===== src/sv/fixed_point_q24_8_alu_core_defines.svh =====
// Assertion macros for the ALU core.
`ifndef FIXED_POINT_Q24_8_ALU_CORE_DEFINES_SVH
`define FIXED_POINT_Q24_8_ALU_CORE_DEFINES_SVH

`ifndef ASSERT_OFF
`define FXALU_ASSERT(lbl, prop, msg) \
    lbl: assert property (@(posedge clk) disable iff (!rst_n) prop) else $error(msg);
`define FXALU_NEVER(lbl, cond, msg) \
    lbl: assert property (@(posedge clk) disable iff (!rst_n) !(cond)) else $error(msg);
`else
`define FXALU_ASSERT(lbl, prop, msg)
`define FXALU_NEVER(lbl, cond, msg)
`endif

`endif


===== src/sv/fxalu_pkg.sv =====
package fxalu_pkg;

    localparam int FRAC_BITS_DEF = 8;
    localparam int QBITS = 33;

    localparam logic [3:0] OP_ADD   = 4'd0;
    localparam logic [3:0] OP_SUB   = 4'd1;
    localparam logic [3:0] OP_MUL   = 4'd2;
    localparam logic [3:0] OP_DIV   = 4'd3;
    localparam logic [3:0] OP_EQ    = 4'd4;
    localparam logic [3:0] OP_NE    = 4'd5;
    localparam logic [3:0] OP_GT    = 4'd6;
    localparam logic [3:0] OP_GE    = 4'd7;
    localparam logic [3:0] OP_LT    = 4'd8;
    localparam logic [3:0] OP_LE    = 4'd9;
    localparam logic [3:0] OP_MIN   = 4'd10;
    localparam logic [3:0] OP_MAX   = 4'd11;
    localparam logic [3:0] OP_INC   = 4'd12;
    localparam logic [3:0] OP_DEC   = 4'd13;
    localparam logic [3:0] OP_TOINT = 4'd14;

    localparam logic [1:0] ST_OK   = 2'd0;
    localparam logic [1:0] ST_DIVZ = 2'd1;
    localparam logic [1:0] ST_SAT  = 2'd2;

    localparam logic [31:0] WORD_MAX = 32'h7FFF_FFFF;
    localparam logic [31:0] WORD_MIN = 32'h8000_0000;

    typedef struct packed {
        logic [31:0] res;
        logic        sat;
    } fm_t;

    typedef struct packed {
        logic [3:0]  op;
        logic [31:0] res;
        logic        cmp;
        logic [1:0]  status;
        logic        neg;
        logic        dz;
        logic        ovf;
    } side_t;

    typedef struct packed {
        logic [32:0] rem;
        logic [32:0] numlo;
        logic [31:0] den;
        logic [32:0] q;
    } div_t;

    function automatic fm_t from_mag(input logic neg, input logic [63:0] mag);
        fm_t r;
        r.sat = 1'b0;
        r.res = '0;
        if (neg) begin
            if (mag > 64'h0000_0000_8000_0000) begin
                r.sat = 1'b1;
                r.res = WORD_MIN;
            end
            else begin
                r.res = 32'(-mag[31:0]);
            end
        end
        else begin
            if (mag > 64'h0000_0000_7FFF_FFFF) begin
                r.sat = 1'b1;
                r.res = WORD_MAX;
            end
            else begin
                r.res = mag[31:0];
            end
        end
        return r;
    endfunction

    function automatic fm_t clamp33(input logic [32:0] t);
        fm_t r;
        r.sat = (t[32] != t[31]);
        r.res = r.sat ? (t[32] ? WORD_MIN : WORD_MAX) : t[31:0];
        return r;
    endfunction

endpackage


===== src/sv/fxalu_front.sv =====
module fxalu_front #(
    parameter int FRAC_BITS = fxalu_pkg::FRAC_BITS_DEF
) (
    input  logic                clk,
    input  logic                rst_n,
    input  logic                adv,
    input  logic                in_valid,
    input  logic [3:0]          op,
    input  logic signed [31:0]  operand_a,
    input  logic signed [31:0]  operand_b,
    output logic                out_valid,
    output fxalu_pkg::side_t    out_side,
    output fxalu_pkg::div_t     out_div
);
    import fxalu_pkg::*;

    localparam int NW = 32 + FRAC_BITS;
    localparam logic [32:0] HALF33 = 33'(1) << (FRAC_BITS - 1);
    localparam logic [63:0] HALF64 = 64'(1) << (FRAC_BITS - 1);

    logic        va_reg, vb_reg, vc_reg;
    side_t       sa_reg, sa_next;
    logic [31:0] ma_reg, mb_reg;
    logic [31:0] mag_a, mag_b;
    logic [32:0] ea, eb, ti;
    fm_t         fa;

    side_t       sb_reg, sb_next;
    logic [63:0] prod_reg;
    div_t        db_reg, db_next;
    logic [NW-1:0] num;
    logic [64:0] num65;

    side_t       sc_reg, sc_next;
    div_t        dc_reg;
    logic [63:0] mr;
    fm_t         fmul;

    always_comb
    begin
        mag_a = operand_a[31] ? 32'(-operand_a) : operand_a;
        mag_b = operand_b[31] ? 32'(-operand_b) : operand_b;
        ea = {operand_a[31], operand_a};
        eb = {operand_b[31], operand_b};
        ti = ({1'b0, mag_a} + HALF33) >> FRAC_BITS;
        fa = '0;
        sa_next = '0;
        sa_next.op = op;
        sa_next.neg = operand_a[31] ^ operand_b[31];
        sa_next.dz = (operand_b == 32'sd0);
        case (op)
            OP_ADD: fa = clamp33(ea + eb);
            OP_SUB: fa = clamp33(ea - eb);
            OP_INC: fa = clamp33(ea + 33'd1);
            OP_DEC: fa = clamp33(ea - 33'd1);
            OP_TOINT: fa = from_mag(operand_a[31], 64'(ti));
            OP_EQ: sa_next.cmp = (operand_a == operand_b);
            OP_NE: sa_next.cmp = (operand_a != operand_b);
            OP_GT: sa_next.cmp = (operand_a > operand_b);
            OP_GE: sa_next.cmp = (operand_a >= operand_b);
            OP_LT: sa_next.cmp = (operand_a < operand_b);
            OP_LE: sa_next.cmp = (operand_a <= operand_b);
            OP_MIN: fa.res = (operand_a <= operand_b) ? operand_a : operand_b;
            OP_MAX: fa.res = (operand_a > operand_b) ? operand_a : operand_b;
            default: fa = '0;
        endcase
        sa_next.res = fa.res;
        sa_next.status = fa.sat ? ST_SAT : ST_OK;
    end

    always_comb
    begin
        num = {ma_reg, {FRAC_BITS{1'b0}}};
        num65 = 65'(num);
        db_next.rem = 33'(num65 >> QBITS);
        db_next.numlo = num[32:0];
        db_next.den = mb_reg;
        db_next.q = '0;
        sb_next = sa_reg;
        sb_next.ovf = (num65 >= {mb_reg, 33'b0});
    end

    always_comb
    begin
        mr = (prod_reg + HALF64) >> FRAC_BITS;
        fmul = from_mag(sb_reg.neg, mr);
        sc_next = sb_reg;
        if (sb_reg.op == OP_MUL)
        begin
            sc_next.res = fmul.res;
            sc_next.status = fmul.sat ? ST_SAT : ST_OK;
        end
    end

    always_ff @(posedge clk or negedge rst_n)
    begin
        if (!rst_n)
        begin
            va_reg <= 1'b0;
            vb_reg <= 1'b0;
            vc_reg <= 1'b0;
        end
        else if (adv)
        begin
            va_reg <= in_valid;
            vb_reg <= va_reg;
            vc_reg <= vb_reg;
        end
    end

    always_ff @(posedge clk)
    begin
        if (adv)
        begin
            sa_reg <= sa_next;
            ma_reg <= mag_a;
            mb_reg <= mag_b;
            sb_reg <= sb_next;
            prod_reg <= ma_reg * mb_reg;
            db_reg <= db_next;
            sc_reg <= sc_next;
            dc_reg <= db_reg;
        end
    end

    assign out_valid = vc_reg;
    assign out_side = sc_reg;
    assign out_div = dc_reg;

endmodule


===== config.mk =====
export PLATFORM = sky130hd
export DESIGN_NAME = fxalu_front
export DESIGN_NICKNAME = d
export VERILOG_FILES = /design/src/sv/fixed_point_q24_8_alu_core_defines.svh /design/src/sv/fxalu_pkg.sv /design/src/sv/fxalu_front.sv
export SDC_FILE = /design/constraint.sdc
export NUM_CORES = 2
export LEC_CHECK = 0
export ABC_AREA = 1
export BUFFER_PORTS_ARGS = -buffer_cell sky130_fd_sc_hd__buf_2
export CORE_MARGIN = 3
export CORE_UTILIZATION = 25
export CTS_BUF_LIST = sky130_fd_sc_hd__clkbuf_8
export DETAILED_ROUTE_END_ITERATION = 8
export SLEW_MARGIN = 15
export SYNTH_ARGS = -nofsm -noshare
export SYNTH_HDL_FRONTEND = slang
export SYNTH_SLANG_ARGS = --single-unit

===== constraint.sdc =====
create_clock -name clk -period 13.47 [get_ports clk]
set_clock_uncertainty 0.1 [all_clocks]
set_input_delay 0 -clock clk [delete_from_list [all_inputs] [get_ports clk]]
set_output_delay 0 -clock clk [all_outputs]
set_load 0.1 [all_outputs]

### Word-level counts from Yosys, hierarchy flattened

Cells that the tools add are included.

| word-level totals | value |
|---|---|
| output and inout port bits | 174 |
| register bits after elaboration | 384 |

| operators by class | value |
|---|---|
| order comparisons | 9 |
| add/subtract/negate cells | 10 |
| equality and inequality tests | 19 |
| mux-type cells | 29 |
| bitwise logic cells | 1 |
| reduce and logical (&&, ||, !) cells | 2 |
| multipliers | 1 |

Operators by type and width:

| cell | count |
|---|---|
| 2-to-1 mux 32 bit | 15 |
| one-hot mux 32 bit (7 select lines) | 1 |
| negation 32 bit | 3 |
| 2-to-1 mux 33 bit | 2 |
| greater-or-equal comparator 40 x 65 -> 1 bit | 1 |
| adder 64 x 8 -> 64 bit (second input constant) | 1 |
| multiplier 32 x 32 -> 64 bit | 1 |
| 2-to-1 mux 31 bit | 2 |
| greater-than comparator 56 x 31 -> 1 bit (second input constant) | 1 |
| greater-than comparator 56 x 32 -> 1 bit (second input constant) | 1 |
| adder 32 x 2 -> 33 bit (second input constant) | 1 |
| adder 32 x 32 -> 33 bit | 1 |
| adder 32 x 8 -> 33 bit (second input constant) | 1 |
| subtractor 32 x 2 -> 33 bit (second input constant) | 1 |
| subtractor 32 x 32 -> 33 bit | 1 |
| equality test 32 bit | 1 |
| greater-or-equal comparator 32 bit | 1 |
| greater-than comparator 25 x 32 -> 1 bit (second input constant) | 1 |
| greater-than comparator 32 bit | 1 |
| <= comparator 32 bit | 1 |
| logical NOT 32 bit | 1 |
| less-than comparator 32 bit | 1 |
| != test 32 bit | 1 |
| negation 25 -> 32 bit | 1 |
| other kinds (12) | 29 |

### Longest topological paths before layout

| depth | value |
|---|---|
| depth in word-level cells | 8 |
| mapped depth | 36 |

### Least setup slack after synthesis

OpenSTA, ideal clock, no wires.

| timing | value |
|---|---|
| kind | reg2reg |
| start | reg ma_reg[12] |
| end | reg prod_reg[60] (data pin) |
| cell stages (with the launch flop) | 33 |
| path buffers | 2 |
| arrival | 7124 ps |
| library setup time | 252 ps |
| setup slack | 5994 ps |
| path through | edfxtp_1 clkbuf_1 clkbuf_1 nand2_1 inv_1 fa_1 fa_1 fa_1 inv_1 fa_1 inv_1 fa_1 inv_1 fa_1 inv_1 fa_1 inv_1 fa_1 inv_1 ha_1 nand2_1 nor2_1 nand2_1 inv_1 nand4_1 nand3_1 a21oi_1 o31ai_1 a21boi_0 o21ai_0 nand2_1 nand3_1 nand2_1 |

| on the way | value |
|---|---|
| longest elaborated chain between the ends | 1 |

RTL lines:

| element | RTL line | RTL |
|---|---|---|
| start, declared | fxalu_front.sv:23 | `logic [31:0] ma_reg, mb_reg;` |
| start signal, assigned | fxalu_front.sv:116 | `ma_reg <= mag_a;` |
| multiplier 32 x 32 -> 64 bit | fxalu_front.sv:119 | `prod_reg <= ma_reg * mb_reg;` |
| end signal, assigned | fxalu_front.sv:119 |  |
| end, declared | fxalu_front.sv:29 | `logic [63:0] prod_reg;` |

Every way passes these cells.
A chain may end at the register's enable or synchronous reset.

### Worst setup path after layout

| timing | value |
|---|---|
| start | reg ma_reg[7] |
| end | reg prod_reg[60] (data pin) |

Same word-level chain as after synthesis.

==> impl_summary.md <==
Synthesis
The number of warnings printed during yosys synthesis is 0. After synthesis, the most frequently instantiated cells are inv_1 (1973), nand2_1 (1935), fa_1 (897), nor2_1 (442), edfxtp_1 (371). The commonest register cell after synthesis is edfxtp_1.

The average cell area after synthesis is between 7 and 8 um^2. The synthesized netlist occupies a cell area of 0.0617 mm^2. In the post-synthesis netlist, the biggest area contributors are fa_1 (29%), edfxtp_1 (18%), inv_1 (12%), nand2_1 (12%), ha_1 (7.0%). The part of the Yosys area used for sequential elements is 0.182. For this run, asynchronously set or reset flops after synthesis account for 0.00802. The cell type with the largest total area after synthesis is fa_1. The number of synthesized flops with an enable pin is 371. The number of synthesized register bits is 374. The share of the synthesized area in the top cell type is 0.291. The netlist uses 66 different library cells. The most common cell in the synthesized netlist is inv_1.

Synthesis handed over a netlist of 7974 instances.

Finish
The final layout net count is 9380. The final core area utilization is 0.279. The growth of design area from synthesis to finish is 10.6%. The layout cell share with drive strength beyond 1 is 0.0655. The number of filler instances in the final layout is 26.5k. Summing all multi-input logic gate instances after layout gives 0.0413 mm^2. The area taken by flip-flops and latches is 0.0112 mm^2.

Outcome
The flow ran to the end, and the final reports show no timing, DRC or antenna violations.

GRT
The first global-routing pass estimated approximately 320000 um of wire. The number of global-route vias before repair is between 50k and 60k. The overall routing resource usage is 0.163. Entering global routing, the biggest net connects 168 pins. The remaining global-route overflow is 0. The number of antenna violations at the first check in global routing is 22.

Timing
Adding up every negative setup slack in the final design gives 0 ns. The period utilization is 0.629. Setup repair after global routing left no endpoint under its margin. The final-layout worst hold slack is 0.115 ns. The total count of hold-check failures in the final report came to 0. The clock period minus final worst setup slack is 8.47 ns. Setup violations remaining at the end of the flow were counted as 0. The worst setup margin is 5.00 ns. The pin slew with the least headroom to its limit is 1.13 ns. The fmax is 0.118 GHz. The worst pin sits at a relative slew slack of 0.248. The number of max-slew violations in the final report was 0.

Critical path
STA puts the critical path data arrival time at slightly below 9 ns. Of all nets on the critical path, the largest fanout is 34. The worst setup path category is reg -> reg.

The data required time at the worst endpoint is 13.84 ns. The internal reg-to-reg setup slack is 5.00 ns. STA classifies the critical path endpoint as a flip-flop. The critical path capture point is prod_reg[60]. The worst stage delay on the critical path is 0.56 ns. The standard cell with the maximum stage delay on the critical path is o31ai_1. The destination of the worst register-to-register timing path is prod_reg[60]. The worst setup path is launched from a flip-flop.

The critical path starts at ma_reg[7]. The depth of the most critical reg-to-reg path is 31. The startpoint of the worst register-to-register path is ma_reg[7].

Clock network
The setup fix buffers added after clock tree synthesis is 0. For the worst-skew pair, the clock arrives at the later sink with an insertion delay of 0.75 ns. The number of buffers created by CTS is 70. The root buffer cell chosen for the clock tree is clkbuf_8.

Counting along the longest clock path gives a buffer depth of 3. Buffers inserted to repair hold after CTS numbered 121. The post-cts sizing count is 0. The H-tree depth reported by CTS is 3. Clock-pin slew was measured on the worst setup and hold paths at 0.06 ns.

For this design, the sink count on the clock tree is about 370. TritonCTS built the clock tree.

Die
After floorplanning, the core was sized to cover 0.244 mm^2. The total number of placement rows is approximately 180. The die is 503 um wide. The top-level I/O count is 246. The effective utilization at floorplan is 0.252. The area of the die is 0.253 mm^2. The die height is 503 um.

Job
The number of max-cap violations is 0.

Placed design
The routability-driven placement congestion ratio is around 0.99. Before CTS, the worst setup slack after placement is 5.11 ns. The half-perimeter wire length of the detailed placement result is 161000 um. The count of buffers inserted at the top-level ports is 177.

Route
The number of design-rule violations left by the first detailed-router iteration is 5040. The first detailed-routing pass ran for 6 iterations. Across all layers, the routed design uses 51.7k vias. Summed over all layers, the routed wires come to slightly above 200000 um. The post-detailed-route DRC marker count is 0. The antenna violation net count after detailed routing is 0. The average routed wire per standard cell is 18.2 um. Dividing the detail-routed via count by the number of cells gives 4.56.

Hold path
The path class of the lowest-slack min-delay path is in -> reg.
-- layer usage --
| metal | share of wire | vias to the layer above | global-route usage | wire, um |
|---|---|---|---|---|
| met1 | 0.42 | 25300 | 0.221 | 87500 |
| met5 | 0.00012 | - | 0 | 24 |
| met3 | 0.079 | 309 | 0.0243 | 16200 |
| met2 | 0.46 | 2135 | 0.264 | 94700 |
| li1 | - | 24000 | - | - |
| met4 | 0.037 | 4 | 0.0563 | 7560 |
-- through the flow --
step / std cells / area [um^2]
floorplan: 8041 / 61900
global placement: 11100 / 65500
detailed placement: 11100 / 65500
CTS: 11300 / 68200
global route: 11300 / 68200
finish: 11300 / 68200
-- layout by cell type, fill, tap and decap left out, drive strengths merged, types with 5 or more instances in the layout --
cell type	count
dlygate4sd3	121
o31ai	5
nand2	1991
clkinv	29
nand4	97
a21boi	6
diode	17
conb	68
nand3	284
xnor2	50
edfxtp	371
nor4	36
o21a	13
a21o	8
a21oi	257
o21ai	255
o211ai	47
buf	261
nor3	89
bufinv	5
a31oi	24
inv	2009
o21bai	15
fa	897
ha	346
xor2	190
clkbuf	71
nand3b	14
nor2	489
or2	27
-- worst min path at each step --
| stage | startpoint | end | slack [ns] | cells past startpoint |
|---|---|---|---|---|
| after floorplan | rst_n | out_valid | -0.40 | 0 |
| after global placement | rst_n | out_valid | -0.30 | 1 |
| after detailed placement | rst_n | out_valid | -0.30 | 1 |
| after CTS | operand_a[31] | ma_reg[21] | 0.01 | 4 |
| after global routing | operand_a[31] | ma_reg[21] | 0.07 | 4 |
| final | operand_a[31] | ma_reg[21] | 0.11 | 4 |
-- kinds of logic after synthesis --
group	count (synthesis)	share of synthesized area
AND/OR/NAND/NOR	3038	0.209
buffers and inverters	2420	0.153
adder cells (fa/ha/maj)	1243	0.361
AO/OA/AOI/OAI	657	0.0593
flip-flops	374	0.182
multiplexers	1	0.000183
other	1	0.0000608
XOR/XNOR	240	0.0346
-- critical path, delay by kind of cell (launching register included) --
kind / cells / cell delay (ns)
adders and majority gates: 9 / 4.33
and+or+nand+nor: 9 / 1.03
buffers and inverters: 9 / 0.95
DFF: 1 / 0.31
AOI/OAI and AO/OA: 4 / 1.45
-- area by class of cell --
type,count,share of cell area
multi-input cells,5247,0.605
flip-flops and latches,374,0.164
inverters,1990,0.110
well taps,3202,0.0587
repair buffers,382,0.0403
clock buffers,71,0.0143
clock inverters,54,0.00657
diodes,17,0.000624
Power is left out: the tool's default activity adds up to more than one toggle a clock period on the data nets, which glitch-free logic cannot reach.
