[config.mk]
export PLATFORM = sky130hd
export DESIGN_NAME = fxalu_div_step
export DESIGN_NICKNAME = d
export VERILOG_FILES = /design/src/sv/fixed_point_q24_8_alu_core_defines.svh /design/src/sv/fxalu_pkg.sv /design/src/sv/fxalu_div_step.sv
export SDC_FILE = /design/constraint.sdc
export NUM_CORES = 1
export LEC_CHECK = 0
export BUFFER_PORTS_ARGS = -buffer_cell sky130_fd_sc_hd__buf_4
export CORE_AREA = 5 5 134 136
export CTS_BUF_LIST = sky130_fd_sc_hd__clkbuf_4 sky130_fd_sc_hd__clkbuf_8
export CTS_CLUSTER_DIAMETER = 30
export CTS_CLUSTER_SIZE = 12
export DETAILED_ROUTE_END_ITERATION = 16
export DIE_AREA = 0 0 139 141
export PLACE_DENSITY = 0.78
export SLEW_MARGIN = 20
export SYNTH_ARGS = -nofsm -noshare
export SYNTH_HDL_FRONTEND = slang
export SYNTH_SLANG_ARGS = --single-unit
[constraint.sdc]
create_clock -name clk -period 1.05 [get_ports clk]
set_clock_uncertainty 0.15 [all_clocks]
set_input_delay 0.0525 -clock clk [delete_from_list [all_inputs] [get_ports clk]]
set_output_delay 0.0525 -clock clk [all_outputs]
set_load 0.005 [all_outputs]
[src/sv/fixed_point_q24_8_alu_core_defines.svh]
// Assertion macros for the ALU core.
`ifndef FIXED_POINT_Q24_8_ALU_CORE_DEFINES_SVH
`define FIXED_POINT_Q24_8_ALU_CORE_DEFINES_SVH

`ifndef ASSERT_OFF
`define FXALU_ASSERT(lbl, prop, msg) \
    lbl: assert property (@(posedge clk) disable iff (!rst_n) prop) else $error(msg);
`define FXALU_NEVER(lbl, cond, msg) \
    lbl: assert property (@(posedge clk) disable iff (!rst_n) !(cond)) else $error(msg);
`else
`define FXALU_ASSERT(lbl, prop, msg)
`define FXALU_NEVER(lbl, cond, msg)
`endif

`endif

[src/sv/fxalu_pkg.sv]
package fxalu_pkg;

    localparam int FRAC_BITS_DEF = 8;
    localparam int QBITS = 33;

    localparam logic [3:0] OP_ADD   = 4'd0;
    localparam logic [3:0] OP_SUB   = 4'd1;
    localparam logic [3:0] OP_MUL   = 4'd2;
    localparam logic [3:0] OP_DIV   = 4'd3;
    localparam logic [3:0] OP_EQ    = 4'd4;
    localparam logic [3:0] OP_NE    = 4'd5;
    localparam logic [3:0] OP_GT    = 4'd6;
    localparam logic [3:0] OP_GE    = 4'd7;
    localparam logic [3:0] OP_LT    = 4'd8;
    localparam logic [3:0] OP_LE    = 4'd9;
    localparam logic [3:0] OP_MIN   = 4'd10;
    localparam logic [3:0] OP_MAX   = 4'd11;
    localparam logic [3:0] OP_INC   = 4'd12;
    localparam logic [3:0] OP_DEC   = 4'd13;
    localparam logic [3:0] OP_TOINT = 4'd14;

    localparam logic [1:0] ST_OK   = 2'd0;
    localparam logic [1:0] ST_DIVZ = 2'd1;
    localparam logic [1:0] ST_SAT  = 2'd2;

    localparam logic [31:0] WORD_MAX = 32'h7FFF_FFFF;
    localparam logic [31:0] WORD_MIN = 32'h8000_0000;

    typedef struct packed {
        logic [31:0] res;
        logic        sat;
    } fm_t;

    typedef struct packed {
        logic [3:0]  op;
        logic [31:0] res;
        logic        cmp;
        logic [1:0]  status;
        logic        neg;
        logic        dz;
        logic        ovf;
    } side_t;

    typedef struct packed {
        logic [32:0] rem;
        logic [32:0] numlo;
        logic [31:0] den;
        logic [32:0] q;
    } div_t;

    function automatic fm_t from_mag(input logic neg, input logic [63:0] mag);
        fm_t r;
        r.sat = 1'b0;
        r.res = '0;
        if (neg) begin
            if (mag > 64'h0000_0000_8000_0000) begin
                r.sat = 1'b1;
                r.res = WORD_MIN;
            end
            else begin
                r.res = 32'(-mag[31:0]);
            end
        end
        else begin
            if (mag > 64'h0000_0000_7FFF_FFFF) begin
                r.sat = 1'b1;
                r.res = WORD_MAX;
            end
            else begin
                r.res = mag[31:0];
            end
        end
        return r;
    endfunction

    function automatic fm_t clamp33(input logic [32:0] t);
        fm_t r;
        r.sat = (t[32] != t[31]);
        r.res = r.sat ? (t[32] ? WORD_MIN : WORD_MAX) : t[31:0];
        return r;
    endfunction

endpackage

[src/sv/fxalu_div_step.sv]
module fxalu_div_step (
    input  logic             clk,
    input  logic             rst_n,
    input  logic             adv,
    input  logic             in_valid,
    input  fxalu_pkg::side_t in_side,
    input  fxalu_pkg::div_t  in_div,
    output logic             out_valid,
    output fxalu_pkg::side_t out_side,
    output fxalu_pkg::div_t  out_div
);
    import fxalu_pkg::*;

    logic        valid_reg;
    side_t       side_reg;
    div_t        div_reg, div_next;
    logic [33:0] trial;
    logic        fits;

    always_comb
    begin
        trial = {in_div.rem, in_div.numlo[32]};
        fits = (trial >= {2'b0, in_div.den});
        div_next.rem = fits ? 33'(trial - {2'b0, in_div.den}) : trial[32:0];
        div_next.numlo = {in_div.numlo[31:0], 1'b0};
        div_next.den = in_div.den;
        div_next.q = {in_div.q[31:0], fits};
    end

    always_ff @(posedge clk or negedge rst_n)
    begin
        if (!rst_n)
        begin
            valid_reg <= 1'b0;
        end
        else if (adv)
        begin
            valid_reg <= in_valid;
        end
    end

    always_ff @(posedge clk)
    begin
        if (adv)
        begin
            side_reg <= in_side;
            div_reg <= div_next;
        end
    end

    assign out_valid = valid_reg;
    assign out_side = side_reg;
    assign out_div = div_reg;

endmodule

; Word level (Yosys, flattened, before mapping)
; Index checks and enable logic that the tools add are counted.
[op_classes]
n_bitwise = 0
n_addsub = 1
n_lt_le_gt_ge = 1
n_eq_ne = 0
mul = 0
muxes = 1
n_div = 0
shifts = 0
n_reduce_logical = 0
[op_table]
columns = cell, count
row1 = 34-bit by 32-bit >= comparator with 1-bit output, 1
row2 = 33-bit two-way mux, 1
row3 = 33-bit by 32-bit subtractor with 33-bit output, 1
[totals]
register_bits = 173
ramBits = 0
n_memories = 0
latch_bits = 0
romBits = 0
elab_cells = 15

; Depth between registers and ports, before layout
; Gate-level depths: netlist of run 1.
[logic_depth]
depth_word = 2
depth_mapped = 14
depth_no_buf = 13

; Worst setup path after synthesis of run 1
; No wires, ideal clock.
[synth_path]
path_type = in2reg
start = in in_div[97] in the netlist's numbering
end = reg div_reg (netlist bit out_div[130]) (data pin)
required_ns = 0.638
slack_ns = -1.718
cell_stages = 12
n_path_buf = 0
arrival_time_ns = 2.355
setup_ns = 0.262
cell_sequence = inv_1 ha_1 inv_1 fa_1 a211oi_2 o211a_1 nor2_1 a21o_1 a311o_1 a311oi_2 o21ai_1 mux2_1
[synth_lines]
columns = item, line_no
row1 = from (decl), fxalu_div_step.sv:7  ; input fxalu_pkg::div_t in_div,
row2 = to (signal assigned), fxalu_div_step.sv:47  ; div_reg <= div_next;
row3 = to (decl), fxalu_div_step.sv:16  ; div_t div_reg, div_next;

==> results of run 1 <==
==> cell families (layout without fill, tap and decap cells) <==
| kind of cell | Yosys count | count (layout) | synth area share |
|---|---|---|---|
| other | 1 | 3 | 0.000507 |
| xor gates and xnor gates | 27 | 27 | 0.0319 |
| muxes | 3 | 3 | 0.00456 |
| and+or+nand+nor | 113 | 113 | 0.0696 |
| DFF | 173 | 173 | 0.701 |
| adders and majority gates | 33 | 33 | 0.0568 |
| buffers and inverters | 55 | 710 | 0.0292 |
| AOI/OAI and AO/OA | 117 | 117 | 0.106 |
==> state kept, by name, indices dropped and copies added, names as in the netlist <==
signal	cells
out_div	130
out_side	42
out_valid	1
==> power breakdown <==
part,internal [mW],leakage (nW),switching (mW)
clock,1.80,0.191,3.07
combinational,3.02,4.23,2.25
sequential,8.41,1.70,0.383
==> critical path, stage by stage <==
cell and delay (ns):
buf_12 0.11, inv_12 0.04, ha_4 0.12, inv_2 0.04
fa_2 0.37, a211oi_4 0.27, o211a_1 0.23, buf_4 0.13
o211ai_1 0.09, and2_4 0.17, a31oi_4 0.20, a31oi_4 0.13
buf_4 0.16, buf_12 0.16, nor2_2 0.11, a21oi_1 0.09
==> metal layers <==
metal / vias to the layer above / share of wire / GRT usage
li1: 3233 / - / -
met1: 3639 / 0.34 / 0.379
met2: 615 / 0.49 / 0.556
met3: 156 / 0.10 / 0.109
met4: 0 / 0.067 / 0.184
met5: - / 0 / 0
==> per-stage QoR <==
stage	total power [mW]	setup TNS (ns)	instance area (um2)
after floorplan	10.1	-43.73	7510
after global placement	12.6	-55.28	11100
after detailed placement	12.7	-56.86	11100
after CTS	18.0	-70.89	13500
after global routing	19.5	-86.50	13900
final	18.9	-76.92	13900
==> cells in the mapped netlist, drive strengths merged, types with 2 or more instances <==
cell type	n
a211o	2
a211oi	3
a21o	9
a21oi	51
a31oi	7
and2	5
buf	6
clkbuf	6
edfxtp	172
ha	32
inv	43
mux2	3
nand2	36
nand2b	5
nand3	8
nand4	5
nor2	37
nor2b	3
nor3	5
o2111ai	2
o211a	3
o211ai	6
o21a	2
o21ai	18
o21bai	5
or3	2
xnor2	18
xor2	9
==> worst paths after layout <==
| check | start | end | slack, ns | depth (start not counted) |
|---|---|---|---|---|
| setup / recovery | in_div[97] | out_div[103] | -1.36 | 16 |
| hold / removal | adv | out_div[5] | -0.27 | 1 |
| setup reg to reg | out_valid | out_valid | -0.03 | 2 |
| hold reg to reg | out_valid | out_valid | 0.54 | 2 |
| max in group asynchronous | rst_n | out_valid | 0.33 | 3 |
| min in group asynchronous | rst_n | out_valid | 0.29 | 3 |
==> area by class of cell <==
type                    count  area, um2
multi-input cells         294       2130
fillers                   865       2890
clock inverters            14        145
well taps                 225        282
repair buffers            635       5760
clock buffers              18        241
diodes                      2       5.00
flip-flops and latches    173       5190
inverters                  43        174
==> repair_timing <==
| action | CTS | global route |
|---|---|---|
| endpoints found under the hold margin | 345 | 179 |
| cloned | 1 | 0 |
| buffers inserted | 6 | 8 |
| pin swaps | 14 | 7 |
| hold buffers | 168 | 5 |
| endpoints found under the setup margin | 207 | 208 |
| resized for setup | 74 | 80 |
==> results.env, run 1 <==
POWER-PER-CELL-AREA_nW_PER_UM2=1360
CTS.PATH.MAX_BUFFERS=2
CTS_SINKS=173
FINALSETUPVIOLCOUNT=208
YOSYS_MOST_USED_DFF='edfxtp_1'
PLACE.DETAILED.HPWL_UM=19700
WORST_EP_REQUIRED_TIME_NS=1.13
GRTUSAGETOTAL=0.332
DIE_H_UM=141
WORSTHOLDPATHTYPE='input port to flip-flop'
DRV.MAX_CAP_VIOLATION_COUNT=0
GP_ROUTABILITY_CONGESTION=0.885
ROUTE.FINAL.WIRE_LENGTH_UM=36200
DR.FIRST_ITER.DRC_COUNT=980
FINAL_NET_COUNT=1374
FRACTION_OF_FINAL_LAYOUT_CELLS_SIZED_BEYOND_DRIVE_STRENGTH_1=0.455
GRT_START_MAX_NET_PINS=47
FMAXACHIEVABLE_MHz=415
TRITONCTS='done'
YOSYS_WARNINGS=0
CLK-INSERTION-DELAY-LATE_NS=0.48
UTILIZATION=0.828
WORST-ENDPOINT-ARRIVAL_NS=2.49
FINAL.HOLD.WORST_SLACK_NS=-0.271
NUMCTSBUFFERS=17
RSZ_0062_RAISED_AFTER_GLOBAL_ROUTING='yes'
START_KIND='input port'
FIRST_PASS_GRT_WIRE_LENGTH_UM=48300
DR_TOTAL_VIAS=7643
NUMBER_OF_SYNTHESIZED_FLOPS_WITH_AN_ENABLE_PIN=172
CRIT_PATH_MAX_FANOUT=20
FIRST_GLOBAL_VIAS=7522
AVGROUTEDWIREPERCELL_UM=25.8
DRC=0
YS_FF_LATCH=173
PLACEDCELLCOUNT=1183
GRT_ANTENNA_BEFORE_REPAIR=2
DIE_X_UM=139
CLOCK-ROOT-BUFFER='clkbuf_8'
MOST-COMMON-LAYOUT-CELLS='334 x buf_4, 173 x dlygate4sd3_1, 172 x edfxtp_1'
HTREE_NUM_LEVELS=4
SYNTHTOLAYOUTAREAGROWTH_PCT=88.1
ROWS=48
POST_SYNTH.CELL_AREA_AVG_UM2=14.2
MINIMUM_SETUP_SLACK_IN_THE_FINAL_DESIGN_NS=-1.36
END_KIND='flip-flop'
IO_BUFFER_COUNT=348
CLKSLEWWORSTSETUPHOLDPATHS_NS=0.13
PERIOD_NEEDED_NS=2.41
FLOORPLAN.IO_PINS=351
TIMING_WORST_SETUP_PATH_TYPE='input port to flip-flop'
LEAKAGEPOWER_nW=6.12
POST_LAYOUT_NONFILLER_INSTANCES=1404
MAXSLEWVIOLCOUNT=0
SYNTH_AREA_LEADER_CELL='edfxtp_1'
DRT_PRE_ANTENNA_ITERS=6
NETLIST_AREA_UM2=7400
VIAS_PER_CELL=5.44
YS_TOP_CELLS_BY_AREA='edfxtp_1 70%, ha_1 5.4%, a21oi_1 3.3%'
YOSYS.CELL_TYPES.COUNT=56
FP.COREAREA_UM2=16800
PRE_CTS_WS_NS=-1.92
SYNTH_SEQ_AREA_SHARE=0.701
FAILING_CHECKS='negative hold slack, negative setup slack'
SYNTH_TOP_AREA_FRAC=0.698
FINAL_MIN_PERIOD_OVER_CLOCK_PERIOD=2.30
ANTENNA_VIOLATING_NETS_POST_ROUTE=0
SYN-INSTANCE-COUNT=522
OUTCOME='complete, but fails checks'
GLOBALROUTEOVERFLOWTOTAL=0
SYNTH.NET_COUNT=732
SHARE_OF_FLIP_FLOPS_WITH_AN_ASYNCHRONOUS_SET_OR_RESET=0.00578
FLOORPLAN.INITIALDENSITY=0.440
MOSTFREQUENTLAYOUTCELL='buf_4'
FINAL-HOLD-VIOLATION-COUNT=128
VDD_IR_DROP_MAX_V=0.000861
DIEAREA_UM2=19600
Note: power is estimated with default switching activity, not from simulation.
==> inputs of run 2 (changes only) <==
--- a/config.mk
+++ b/config.mk
@@ -13,6 +13,7 @@
 export DETAILED_ROUTE_END_ITERATION = 16
 export DIE_AREA = 0 0 139 141
 export PLACE_DENSITY = 0.78
+export SETUP_SLACK_MARGIN = 0.05
 export SLEW_MARGIN = 20
 export SYNTH_ARGS = -nofsm -noshare
 export SYNTH_HDL_FRONTEND = slang
==> results.env, run 2 (synthesis gave the netlist of run 1 again) <==
NUMCTSBUFFERS=17  # unchanged
FLOORPLAN.IO_PINS=351  # unchanged
ROWS=48  # unchanged
CTS.PATH.MAX_BUFFERS=2  # unchanged
HTREE_NUM_LEVELS=4  # unchanged
FINALSETUPVIOLCOUNT=208  # unchanged
DRC=0  # unchanged
VDD_IR_DROP_MAX_V=0.000930  # +8.0%
WORST-ENDPOINT-ARRIVAL_NS=2.58  # +0.09 ns
DIE_H_UM=141  # unchanged
WORSTHOLDPATHTYPE='input port to flip-flop'
WORST_EP_REQUIRED_TIME_NS=1.17  # +0.04 ns
CLKSLEWWORSTSETUPHOLDPATHS_NS=0.11  # -0.02 ns
FINAL.HOLD.WORST_SLACK_NS=-0.348  # -0.0777 ns
MAXSLEWVIOLCOUNT=0  # unchanged
SYNTHTOLAYOUTAREAGROWTH_PCT=87.8
FIRST_PASS_GRT_WIRE_LENGTH_UM=47500  # -1.6%
FLOORPLAN.INITIALDENSITY=0.440  # unchanged
PRE_CTS_WS_NS=-1.92  # unchanged
MET2_WIRELENGTH_UM=17900  # about the same
REGISTER_TO_REGISTER_SETUP_SLACK_NS=-0.06  # -0.03 ns
MINIMUM_SETUP_SLACK_IN_THE_FINAL_DESIGN_NS=-1.40  # -0.0451 ns
PLACEMENT.CELL_AREA_UM2=11100  # unchanged
MAX_LAYER_USED='met5'
CTS_SINKS=173  # unchanged
OUTCOME='complete, but fails checks'
FINAL-HOLD-VIOLATION-COUNT=142  # +11%
FIRST_GLOBAL_VIAS=7521  # -0.013%
FMAXACHIEVABLE_MHz=407  # -1.8%
WL_MET3_UM=3700  # +0.54%
DR_TOTAL_VIAS=7683  # +0.52%
FINAL_NET_COUNT=1370  # -0.29%
FINAL_MIN_PERIOD_OVER_CLOCK_PERIOD=2.34  # +0.0429
DRV.MAX_CAP_VIOLATION_COUNT=0  # unchanged
HP-START='in_div[33]'
FP.COREAREA_UM2=16800  # unchanged
RSZ_0062_RAISED_AFTER_GLOBAL_ROUTING='yes'
FINAL_AREA_UM2=13900  # -0.17%
AVGROUTEDWIREPERCELL_UM=25.8  # -0.10%
MOSTFREQUENTLAYOUTCELL='buf_4'
TIMING_WORST_SETUP_PATH_TYPE='input port to flip-flop'
M1WIRELENGTH_UM=12400  # +0.92%
LARGEST_REGISTER_FFS=130  # unchanged
VIAS_PER_CELL=5.49  # +0.81%
TIMING.CRITICAL_PATH.FROM='in_div[97]'
FAILING_CHECKS='negative hold slack, negative setup slack'
PERIOD_NEEDED_NS=2.45  # +0.0451 ns
POWER-PER-CELL-AREA_nW_PER_UM2=1360  # -0.12%
GRTUSAGETOTAL=0.325  # -0.00739
GRT_ANTENNA_BEFORE_REPAIR=3  # +1
DRT_PRE_ANTENNA_ITERS=6  # unchanged
FILLERINSTANCES=861  # -0.46%
IO_BUFFER_COUNT=348  # unchanged
FRACTION_OF_FINAL_LAYOUT_CELLS_SIZED_BEYOND_DRIVE_STRENGTH_1=0.457  # +0.00155
ANTENNA_VIOLATING_NETS_POST_ROUTE=0  # unchanged
GLOBALROUTEOVERFLOWTOTAL=0  # unchanged
CLOCK-ROOT-BUFFER='clkbuf_8'
DIE_X_UM=139  # unchanged
MOST-COMMON-LAYOUT-CELLS='335 x buf_4, 172 x edfxtp_1, 170 x dlygate4sd3_1'
DR.FIRST_ITER.DRC_COUNT=903  # -7.9%
CLK-INSERTION-DELAY-LATE_NS=0.48  # about the same
END_KIND='flip-flop'
ROUTE.FINAL.WIRE_LENGTH_UM=36100  # -0.39%
CRIT_PATH_MAX_FANOUT=5  # -75%
WORST_R2R_STARTPOINT='out_valid'
GP_ROUTABILITY_CONGESTION=0.885  # unchanged
START_KIND='input port'
DIEAREA_UM2=19600  # unchanged
PLACE.DETAILED.HPWL_UM=19700  # unchanged
LEAKAGEPOWER_nW=6.10  # -0.26%
GRT_START_MAX_NET_PINS=47  # unchanged
TRITONCTS='done'
-- run 2: worst max-delay path, stage by stage --
cell       delay, ns
buf_12          0.11
inv_12          0.05
ha_4            0.14
inv_2           0.04
fa_2            0.35
a211oi_2        0.25
o211a_1         0.27
buf_4           0.14
o211ai_1        0.09
and2_4          0.17
a31oi_4         0.21
a31oi_4         0.13
inv_2           0.08
buf_6           0.11
bufbuf_16       0.26
nand2_1         0.05
o31ai_1         0.08
-- run 2: metal layers --
layer / vias up / global-route usage
met3: 135 / 0.112
met4: 2 / 0.183
met1: 3706 / 0.362
met5: - / 0.0150
li1: 3222 / -
met2: 618 / 0.545
-- run 2: final timing paths --
check                      cells after the start            to
setup / recovery                              17  out_div[106]
hold / removal                                 1   out_div[33]
setup reg to reg                               2     out_valid
hold reg to reg                                2     out_valid
max in group asynchronous                      3     out_valid
min in group asynchronous                      3     out_valid
-- run 2: what timing repair did --
action                                  CTS  global route
setup buffers                             6             6
endpoints found under the setup margin  207           208
endpoints found under the hold margin   345           179
pin swaps                                14            13
hold buffers                            168             2
resized for setup                        75            78
cloned                                    1             0
-- run 2: layout make-up --
class                   instances  area [um2]  share of cell area
clock inverters                14         145              0.0104
multi-input cells             294        2150               0.155
inverters                      43         174              0.0125
clock buffers                  18         241              0.0174
well taps                     225         282              0.0202
diodes                          2        5.00            0.000360
repair buffers                631        5720               0.411
flip-flops and latches        173        5190               0.373
-- run 2: where the power goes --
group          switching [mW]  total (mW)  leakage, nW  internal [mW]
clock                    3.04        4.84        0.191           1.80
sequential              0.391        8.80         1.70           8.41
combinational            2.24        5.24         4.22           3.00
-- run 2: through the flow --
| stage | util | TNS, ns | power [mW] | std cells |
|---|---|---|---|---|
| after floorplan | - | -43.73 | 10.1 | 522 |
| after global placement | 0.661 | -55.28 | 12.6 | 1183 |
| after detailed placement | 0.661 | -56.86 | 12.7 | 1183 |
| after CTS | 0.805 | -70.89 | 18.0 | 1390 |
| after global routing | 0.827 | -87.62 | 19.5 | 1399 |
| final | 0.827 | -78.00 | 18.9 | 1400 |
